**src/gpc_pkg.sv**
```systemverilog
// ----------------------------------------------------------------------------
// gpc_pkg
// shared constants and pipeline stage types of the glyph pixel compositor
// ----------------------------------------------------------------------------
package gpc_pkg;

  localparam int unsigned PixW    = 32;
  localparam int unsigned ByteW   = 8;
  localparam int unsigned WtW     = 16;  // ws, wd and the blend divisor
  localparam int unsigned NumW    = 24;  // channel numerator, max 255 * 65025
  localparam int unsigned NumChan = 3;   // color channels, alpha done apart
  localparam int unsigned QBits   = 8;   // quotient bits, one per divider stage

  localparam logic [ByteW-1:0] AlphaOpaque = 8'hff;
  localparam logic [ByteW-1:0] AlphaClear  = 8'h00;
  // floor(x / 255) == (x * 0x8081) >> 23 for every 16-bit x
  localparam logic [WtW-1:0]   Recip255    = 16'h8081;
  localparam int unsigned      Recip255Sh  = 23;

  // after source selection
  typedef struct packed {
    logic            valid;
    logic            we;
    logic            blend;
    logic [PixW-1:0] pix;
    logic [PixW-1:0] src;
    logic [PixW-1:0] dst;
  } sel_t;

  // after the weight products
  typedef struct packed {
    logic                              valid;
    logic                              we;
    logic                              blend;
    logic [PixW-1:0]                   pix;
    logic [NumChan-1:0][ByteW-1:0]     cs;
    logic [NumChan-1:0][ByteW-1:0]     cd;
    logic [WtW-1:0]                    ws;
    logic [WtW-1:0]                    wd;
  } wgt_t;

  // after divisor and numerators
  typedef struct packed {
    logic                          valid;
    logic                          we;
    logic                          blend;
    logic [PixW-1:0]               pix;
    logic [WtW-1:0]                den;
    logic [NumChan-1:0][NumW-1:0]  num;
  } num_t;

  // one restoring divider stage
  typedef struct packed {
    logic                          valid;
    logic                          we;
    logic                          blend;
    logic [PixW-1:0]               pix;
    logic [WtW-1:0]                den;
    logic [ByteW-1:0]              alpha;
    logic [NumChan-1:0][NumW-1:0]  rem;
    logic [NumChan-1:0][QBits-1:0] quo;
  } div_t;

endpackage

```
**src/glyph_pixel_compositor.sv**
```systemverilog
// ----------------------------------------------------------------------------
// glyph_pixel_compositor
// per-pixel glyph compositor with chroma key and integer alpha-over blend
// ----------------------------------------------------------------------------
// throughput: one pixel per cycle while the output is not stalled, set by a
//   fully pipelined datapath with an eight-stage restoring divider (one
//   quotient bit per stage, three channels)
// a stalled output holds the whole pipeline; no bubble is ever lost
// reset clears all valid bits and sets the background key to zero
// ----------------------------------------------------------------------------
module glyph_pixel_compositor (
  input  logic                           clk_i,
  input  logic                           rst_ni,
  // configuration write: background key
  input  logic                           cfg_valid_i,
  output logic                           cfg_ready_o,
  input  logic [gpc_pkg::PixW-1:0]       cfg_data_i,
  // input pixels
  input  logic                           s_axis_tvalid,
  output logic                           s_axis_tready,
  // atlas_pixel, frame_pixel, fg_color, bg_color (lowest first)
  input  logic [4*gpc_pkg::PixW-1:0]     s_axis_tdata,
  // result
  output logic                           m_axis_tvalid,
  input  logic                           m_axis_tready,
  output logic [gpc_pkg::PixW-1:0]       m_axis_tdata,  // out_pixel
  output logic                           m_axis_tuser   // write_enable
);
  import gpc_pkg::*;

  logic [PixW-1:0] bg_key_q;
  logic            pipe_en;

  sel_t sel_d, sel_q;
  wgt_t wgt_d, wgt_q;
  num_t num_d, num_q;
  div_t div_d [QBits+1];
  div_t div_q [QBits+1];

  // input fields
  logic [PixW-1:0] atlas, frame, fg, bg, rgba, src;
  logic            is_key;

  assign cfg_ready_o = 1'b1;

  always_ff @(posedge clk_i or negedge rst_ni) begin
    if (!rst_ni) begin
      bg_key_q <= '0;
    end else if (cfg_valid_i) begin
      bg_key_q <= cfg_data_i;
    end
  end

  // global stall: everything moves unless the output holds an untaken result
  assign pipe_en       = !div_q[QBits].valid || m_axis_tready;
  assign s_axis_tready = pipe_en;

  // stage 1: key compare and source / destination selection
  always_comb begin
    atlas  = s_axis_tdata[0*PixW +: PixW];
    frame  = s_axis_tdata[1*PixW +: PixW];
    fg     = s_axis_tdata[2*PixW +: PixW];
    bg     = s_axis_tdata[3*PixW +: PixW];
    rgba   = {atlas[PixW-ByteW-1:0], atlas[PixW-1 -: ByteW]};
    is_key = (atlas == bg_key_q);
    src    = is_key ? bg : fg;

    sel_d.valid = s_axis_tvalid;
    sel_d.we    = 1'b1;
    sel_d.blend = 1'b0;
    sel_d.src   = src;
    sel_d.dst   = is_key ? frame : rgba;
    sel_d.pix   = src;
    if (src[ByteW-1:0] == AlphaOpaque) begin
      sel_d.pix = src;
    end else if (src[ByteW-1:0] == AlphaClear) begin
      if (is_key) begin
        sel_d.we  = 1'b0;
        sel_d.pix = '0;
      end else begin
        sel_d.pix = rgba;
      end
    end else begin
      sel_d.blend = 1'b1;
    end
  end

  // stage 2: source and destination weights
  always_comb begin
    wgt_d.valid = sel_q.valid;
    wgt_d.we    = sel_q.we;
    wgt_d.blend = sel_q.blend;
    wgt_d.pix   = sel_q.pix;
    for (int c = 0; c < NumChan; c++) begin
      wgt_d.cs[c] = sel_q.src[(c+1)*ByteW +: ByteW];
      wgt_d.cd[c] = sel_q.dst[(c+1)*ByteW +: ByteW];
    end
    wgt_d.ws = {sel_q.src[ByteW-1:0], {ByteW{1'b0}}} - WtW'(sel_q.src[ByteW-1:0]);
    wgt_d.wd = WtW'(sel_q.dst[ByteW-1:0])
             * WtW'(AlphaOpaque - sel_q.src[ByteW-1:0]);
  end

  // stage 3: divisor and channel numerators
  always_comb begin
    num_d.valid = wgt_q.valid;
    num_d.we    = wgt_q.we;
    num_d.blend = wgt_q.blend;
    num_d.pix   = wgt_q.pix;
    num_d.den   = wgt_q.ws + wgt_q.wd;
    for (int c = 0; c < NumChan; c++) begin
      num_d.num[c] = NumW'(wgt_q.cs[c]) * NumW'(wgt_q.ws)
                   + NumW'(wgt_q.cd[c]) * NumW'(wgt_q.wd);
    end
  end

  // divider entry: output alpha by reciprocal, then one quotient bit a stage
  always_comb begin
    logic [2*WtW-1:0] prod;
    logic [NumW-1:0]  dsh;
    prod = (2*WtW)'(num_q.den) * (2*WtW)'(Recip255);

    div_d[0].valid = num_q.valid;
    div_d[0].we    = num_q.we;
    div_d[0].blend = num_q.blend;
    div_d[0].pix   = num_q.pix;
    div_d[0].den   = num_q.den;
    div_d[0].alpha = prod[Recip255Sh +: ByteW];
    div_d[0].rem   = num_q.num;
    div_d[0].quo   = '0;

    for (int i = 0; i < QBits; i++) begin
      div_d[i+1] = div_q[i];
      dsh = NumW'(div_q[i].den) << (QBits - 1 - i);
      for (int c = 0; c < NumChan; c++) begin
        if (div_q[i].rem[c] >= dsh) begin
          div_d[i+1].rem[c] = div_q[i].rem[c] - dsh;
          div_d[i+1].quo[c][QBits-1-i] = 1'b1;
        end
      end
    end
  end

  // valid bits are reset, payload is only loaded
  always_ff @(posedge clk_i or negedge rst_ni) begin
    if (!rst_ni) begin
      sel_q.valid <= 1'b0;
      wgt_q.valid <= 1'b0;
      num_q.valid <= 1'b0;
      for (int i = 0; i <= QBits; i++) begin
        div_q[i].valid <= 1'b0;
      end
    end else if (pipe_en) begin
      sel_q <= sel_d;
      wgt_q <= wgt_d;
      num_q <= num_d;
      for (int i = 0; i <= QBits; i++) begin
        div_q[i] <= div_d[i];
      end
    end
  end

  assign m_axis_tvalid = div_q[QBits].valid;
  assign m_axis_tuser  = div_q[QBits].we;
  assign m_axis_tdata  = div_q[QBits].blend
                       ? {div_q[QBits].quo[2], div_q[QBits].quo[1],
                          div_q[QBits].quo[0], div_q[QBits].alpha}
                       : div_q[QBits].pix;

endmodule

```
**config.mk**
```make
export PLATFORM = sky130hd
export DESIGN_NAME = glyph_pixel_compositor
export DESIGN_NICKNAME = d
export VERILOG_FILES = /design/src/gpc_pkg.sv /design/src/glyph_pixel_compositor.sv
export SDC_FILE = /design/constraint.sdc
export NUM_CORES = 2
export LEC_CHECK = 0
export BUFFER_PORTS_ARGS = -buffer_cell sky130_fd_sc_hd__buf_2
export CORE_ASPECT_RATIO = 1.2
export CORE_UTILIZATION = 25
export CTS_CLUSTER_SIZE = 30
export DETAILED_ROUTE_END_ITERATION = 7
export PLACE_DENSITY = 0.49
export REMOVE_ABC_BUFFERS = 1
export SYNTH_ARGS = -nofsm -noshare
export SYNTH_HDL_FRONTEND = slang
export SYNTH_SLANG_ARGS = --single-unit
```
**constraint.sdc**
```tcl
create_clock -name clk_i -period 118.1 [get_ports clk_i]
set_input_delay 5.905 -clock clk_i [delete_from_list [all_inputs] [get_ports clk_i]]
set_output_delay 5.905 -clock clk_i [all_outputs]
set_load 0.01 [all_outputs]
```
Yosys cells after proc, flatten, opt, wreduce, memory -nomap -nowiden --
Cells that the tools add are included.
Storage, ports and cells: flip-flop bits (word level) 1568, bits in latches 0, memory bits (writable) 0, bits in read-only memories 0, bits of input ports 165, logic and storage cells 245, memories kept 0
Operators by class: $add $sub $neg 27, multipliers 8, divide/modulo/power cells 0, magnitude comparators 24, eq/ne operators 2, shift-type cells 0, multiplexer cells 29, bitwise operators 1, reduce and logical (&&, ||, !) cells 5
Operator list (number):
- 2-to-1 mux 24 bit | 21
- 2-to-1 mux 32 bit | 6
- multiplier 8 x 16 -> 24 bit | 6
- adder 24 bit | 3
- greater-or-equal comparator 24 x 16 -> 1 bit | 3
- greater-or-equal comparator 24 x 17 -> 1 bit | 3
- greater-or-equal comparator 24 x 18 -> 1 bit | 3
- greater-or-equal comparator 24 x 19 -> 1 bit | 3
- greater-or-equal comparator 24 x 20 -> 1 bit | 3
- greater-or-equal comparator 24 x 21 -> 1 bit | 3
- greater-or-equal comparator 24 x 22 -> 1 bit | 3
- greater-or-equal comparator 24 x 23 -> 1 bit | 3
- subtractor 24 x 17 -> 24 bit | 3
- subtractor 24 x 18 -> 24 bit | 3
- subtractor 24 x 19 -> 24 bit | 3
- subtractor 24 x 20 -> 24 bit | 3
- subtractor 24 x 21 -> 24 bit | 3
- subtractor 24 x 22 -> 24 bit | 3
- subtractor 24 x 23 -> 24 bit | 3
- equality test 32 bit | 1
- multiplier 16 x 16 -> 31 bit, second input constant | 1
- adder 16 bit | 1
- multiplier 9 x 9 -> 16 bit | 1
- subtractor 16 x 8 -> 16 bit | 1
- 9 further kinds | 10

Longest topological paths before layout --
depth in word-level cells 5, gate-level depth with buffers 23

Least setup slack after synthesis --
Ideal clock, no wire load.
path kind in2reg, start point input m_axis_tready, end point register div_q, in the netlist div_d[100] (enable), library setup time 2.098 ns, arrival 40.698 ns, required time 116.002 ns, setup slack 75.304 ns, cell stages on the path 3, path buffers 1, path through nand2b_1 > clkbuf_1 > and2_1
Between the ends: cells in the longest elaborated chain, start to end 2
RTL lines:
- from (decl) | line glyph_pixel_compositor.sv:25 | input logic m_axis_tready,
- logical OR 1 bit | line glyph_pixel_compositor.sv:55 | assign pipe_en = !div_q[QBits].valid || m_axis_tready;
- net s_axis_tready | line glyph_pixel_compositor.sv:20 | output logic s_axis_tready,
- AND reduction 2 bit (no source line)
- to (signal, indexed assignment) | line glyph_pixel_compositor.sv:157 | div_q[i] <= div_d[i];
- to (decl) | line glyph_pixel_compositor.sv:38 | div_t div_q [QBits+1];
The timed path passes the listed nets, and every way through them passes these cells. A chain may end at the register's enable or synchronous reset.

Worst setup path in the final report --
start point input rst_ni, end point register div_q[139] (netlist name) (enable)
Between the ends: cells in the longest elaborated chain, start to end 1
RTL lines:
- from (decl) | line glyph_pixel_compositor.sv:13 | input logic rst_ni,
- AND reduction 2 bit (no source line)
Every way passes these cells.

==> flow_summary_export.csv <==
group,metric,value,unit
run_status,outcome,"finished, final reports clean",
critical_path,crit_type,"input pin to flop",
grt,grt_pass1_wl,392,mm
floorplan,fp-row-count,253,
placement,port-buffer-count,199,
placement,globalplace.congestion,0.882,
yosys,synth_enable_flop_cells,1524,
critical_path,slowest_delay,0.86,ns
critical_path,timing.rr.end,"div_q[139]",
critical_path,cp.required,118.55,ns
clocking,ctsHoldBuffers,0,
critical_path,cp.arrival,13.16,ns
yosys,ys_seq_elements,1568,
sta,skew,0.0910,ns
yosys,synthDominantCellAreaShare,46.0,%
clocking,post_cts_buffers,0,
worst_hold_path,min_path_cells,0,
clocking,cts_buffers,184,
worst_hold_path,hold_path.class,"flop to flop",
floorplan,die_width,578,um
clocking,clkLatencyLatePin,0.89,ns
sta,finalWorstSetupSlack,105.39,ns
routing,vias,61900,
routing,wirelength,258,mm
sta,period_share,10.8,%
critical_path,timing.critical_path.mode_cell,"buf_4",
yosys,synth_top_area_cell,"edfxtp_1",
sta,fmax,0.0787,GHz
yosys,syn_area,0.0995,mm^2
critical_path,cp-start-kind,"input pin",
grt,grt-ovfl-total,0,
yosys,ys_async_sr_fraction,2.81,%
sta,tightestPinTransition,1.22,ns
sta,rsz0062_at_grt,"false",
routing,drtIter0Drc,3696,
floorplan,dieArea,0.401,mm^2
yosys,ys_seq_area_share,47.1,%
yosys,synthFlopType,"edfxtp_1",
sta,setup-violations-final,0,
critical_path,crit_buf_inv,9,
layout,instances_no_fill,13900,
routing,drcViolationCount,0,
yosys,synth_common_cells,"edfxtp_1 (1524), inv_1 (1020), ha_1 (715)",
clocking,cts.path.max_buffers,4,
layout,final_nets,10100,
yosys,synth_area_per_cell,12.0,um^2
clocking,clk_pin_slew,0.06,ns
yosys,synthCells,8322,
run,maxCapViolations,0,
routing,ant_nets,0,
sta,slew_viol_final,0,
critical_path,cp_top_family,"buffers and inverters",
floorplan,core,0.396,mm^2
placement,dp.cells,13600,
routing,vias_per_cell,4.44,
sta,relSlewSlack,18.0,%
routing,drtPass1Iterations,6,
sta,fin_crit,12.71,ns
sta,hold_slack,0.354,ns
sta,fin_setup_tns,0,ns
clocking,root_buffer,"clkbuf_16",
critical_path,reg2reg_from,"m_axis_tvalid",
critical_path,rrSetupSlack,110.23,ns
floorplan,initial_core_util,25.1,%
yosys,ys_types,85,
layout,drive_above_1_share,9.63,%
grt,grt_max_degree,167,
worst_hold_path,hp-start,"div_d[323]",
grt,antenna_found_initial,11,
yosys,synth_top_cells_by_area,"edfxtp_1 (46%), fa_1 (14%), ha_1 (9.0%), inv_1 (3.8%), nand2_1 (2.6%)",
critical_path,worst-path-max-fanout,79,
clocking,tritoncts_num_sinks,1568,
critical_path,end_kind,"flop",
grt,grt_pass1_vias,65900,
routing,wl_per_cell,18.5,um
clocking,cts_tree,"built",
sta,hold_viol,0,
critical_path,ff2ff_path_depth,9,
critical_path,critPathSlowestCell,"buf_4",
critical_path,setup.worst_path.start,"rst_ni",
clocking,cts_resized,0,
placement,pre_cts_slack,104.41,ns
clocking,ctsHtreeMaxLevel,4,
critical_path,crit_chain,"buf_2 -> buf_4 -> and2_4 -> buf_4 -> buf_4 -> buf_4 -> buf_4 -> buf_4 -> buf_4 -> buf_4",
grt,grt.total_usage,12.7,%
layout,area_delta_synth_final,13.4,%
floorplan,die_y,693,um
placement,dp_hpwl,201,mm
yosys,synth_warnings,0,
worst_hold_path,min_to,"div_d[168]",
floorplan,ios,201,
yosys,synth.most_common_cell,"edfxtp_1",
metrics by stage:
step / area, um^2 / util, %
6_report: 113000 / 28.5
5_1_grt: 113000 / 28.5
4_1_cts: 113000 / 28.5
3_5_place_dp: 107000 / 27.0
3_3_place_gp: 107000 / 27.0
2_1_floorplan: 98700 / -
per-layer routing:
| metal | wire length, um | GRT usage (%) | vias to the layer above |
|---|---|---|---|
| met4 | 11900 | 5.61 | 0 |
| li1 | - | - | 29400 |
| met3 | 9570 | 1.62 | 471 |
| met2 | 131000 | 23.3 | 1357 |
| met5 | 0 | 0 | - |
| met1 | 105000 | 14.7 | 30800 |
worst max path at each step:
stage,cells past startpoint,endpoint,slack [ns]
6_report,10,div_q[139],105.39
5_1_grt,10,div_q[136],104.70
4_1_cts,10,div_q[139],105.29
3_5_place_dp,10,div_q[128],104.41
3_3_place_gp,10,div_q[128],104.66
2_1_floorplan,2,div_d[100],75.46
registers in the layout, indices dropped and copies added, names as in the netlist:
signal         count
m_axis_tvalid      1
num_d             35
sel_q             99
wgt_q             80
div_d            679
bg_key_q          32
m_axis_tuser       1
div_q            641
cells by family after synthesis:
group	Yosys count	share of synthesized area (%)
multiplexers	232	2.63
adder cells (fa/ha/maj)	1398	22.7
XOR/XNOR	465	4.09
AO/OA/AOI/OAI	1237	7.87
buffers and inverters	1235	4.70
other	1	0.00377
flip-flops	1568	47.1
AND/OR/NAND/NOR	2186	10.9
worst register-to-register path: stages (launching register included):
cell	delay (ns)
dfrtp_1	0.38
nand2b_1	0.41
and2_4	0.75
buf_4	0.89
buf_4	0.85
buf_4	0.80
buf_4	0.89
buf_4	0.84
buf_4	0.82
buf_4	0.80
layout by cell type (no fill, tap or decap), types with 56 or more instances in the layout:
cell type and instances:
o21ai_0 255, clkbuf_16 188, and2_1 361, xnor2_1 273, xor2_1 192, inv_1 1020, o21a_1 56, mux2_2 214
nor3_1 111, fa_1 683, ha_1 715, nand2_1 683, edfxtp_1 1524, a21oi_1 414, buf_2 199, nor2_1 448
a21o_1 155, nand2b_1 99, buf_4 81, nor2b_1 109, nand3_1 71
final cells by class:
class | count | area [um^2]
Fill cell | 40400 | 283000
Multi-Input combinational cell | 5519 | 48000
Sequential cell | 1568 | 46900
Tap cell | 5227 | 6540
Clock buffer | 223 | 4840
Inverter | 1022 | 3840
Timing Repair Buffer | 282 | 1640
Clock inverter | 105 | 1100
Antenna cell | 3 | 7.51
Power is left out: the tool's default activity adds up to more than one toggle a clock period on the data nets, which glitch-free logic cannot reach.
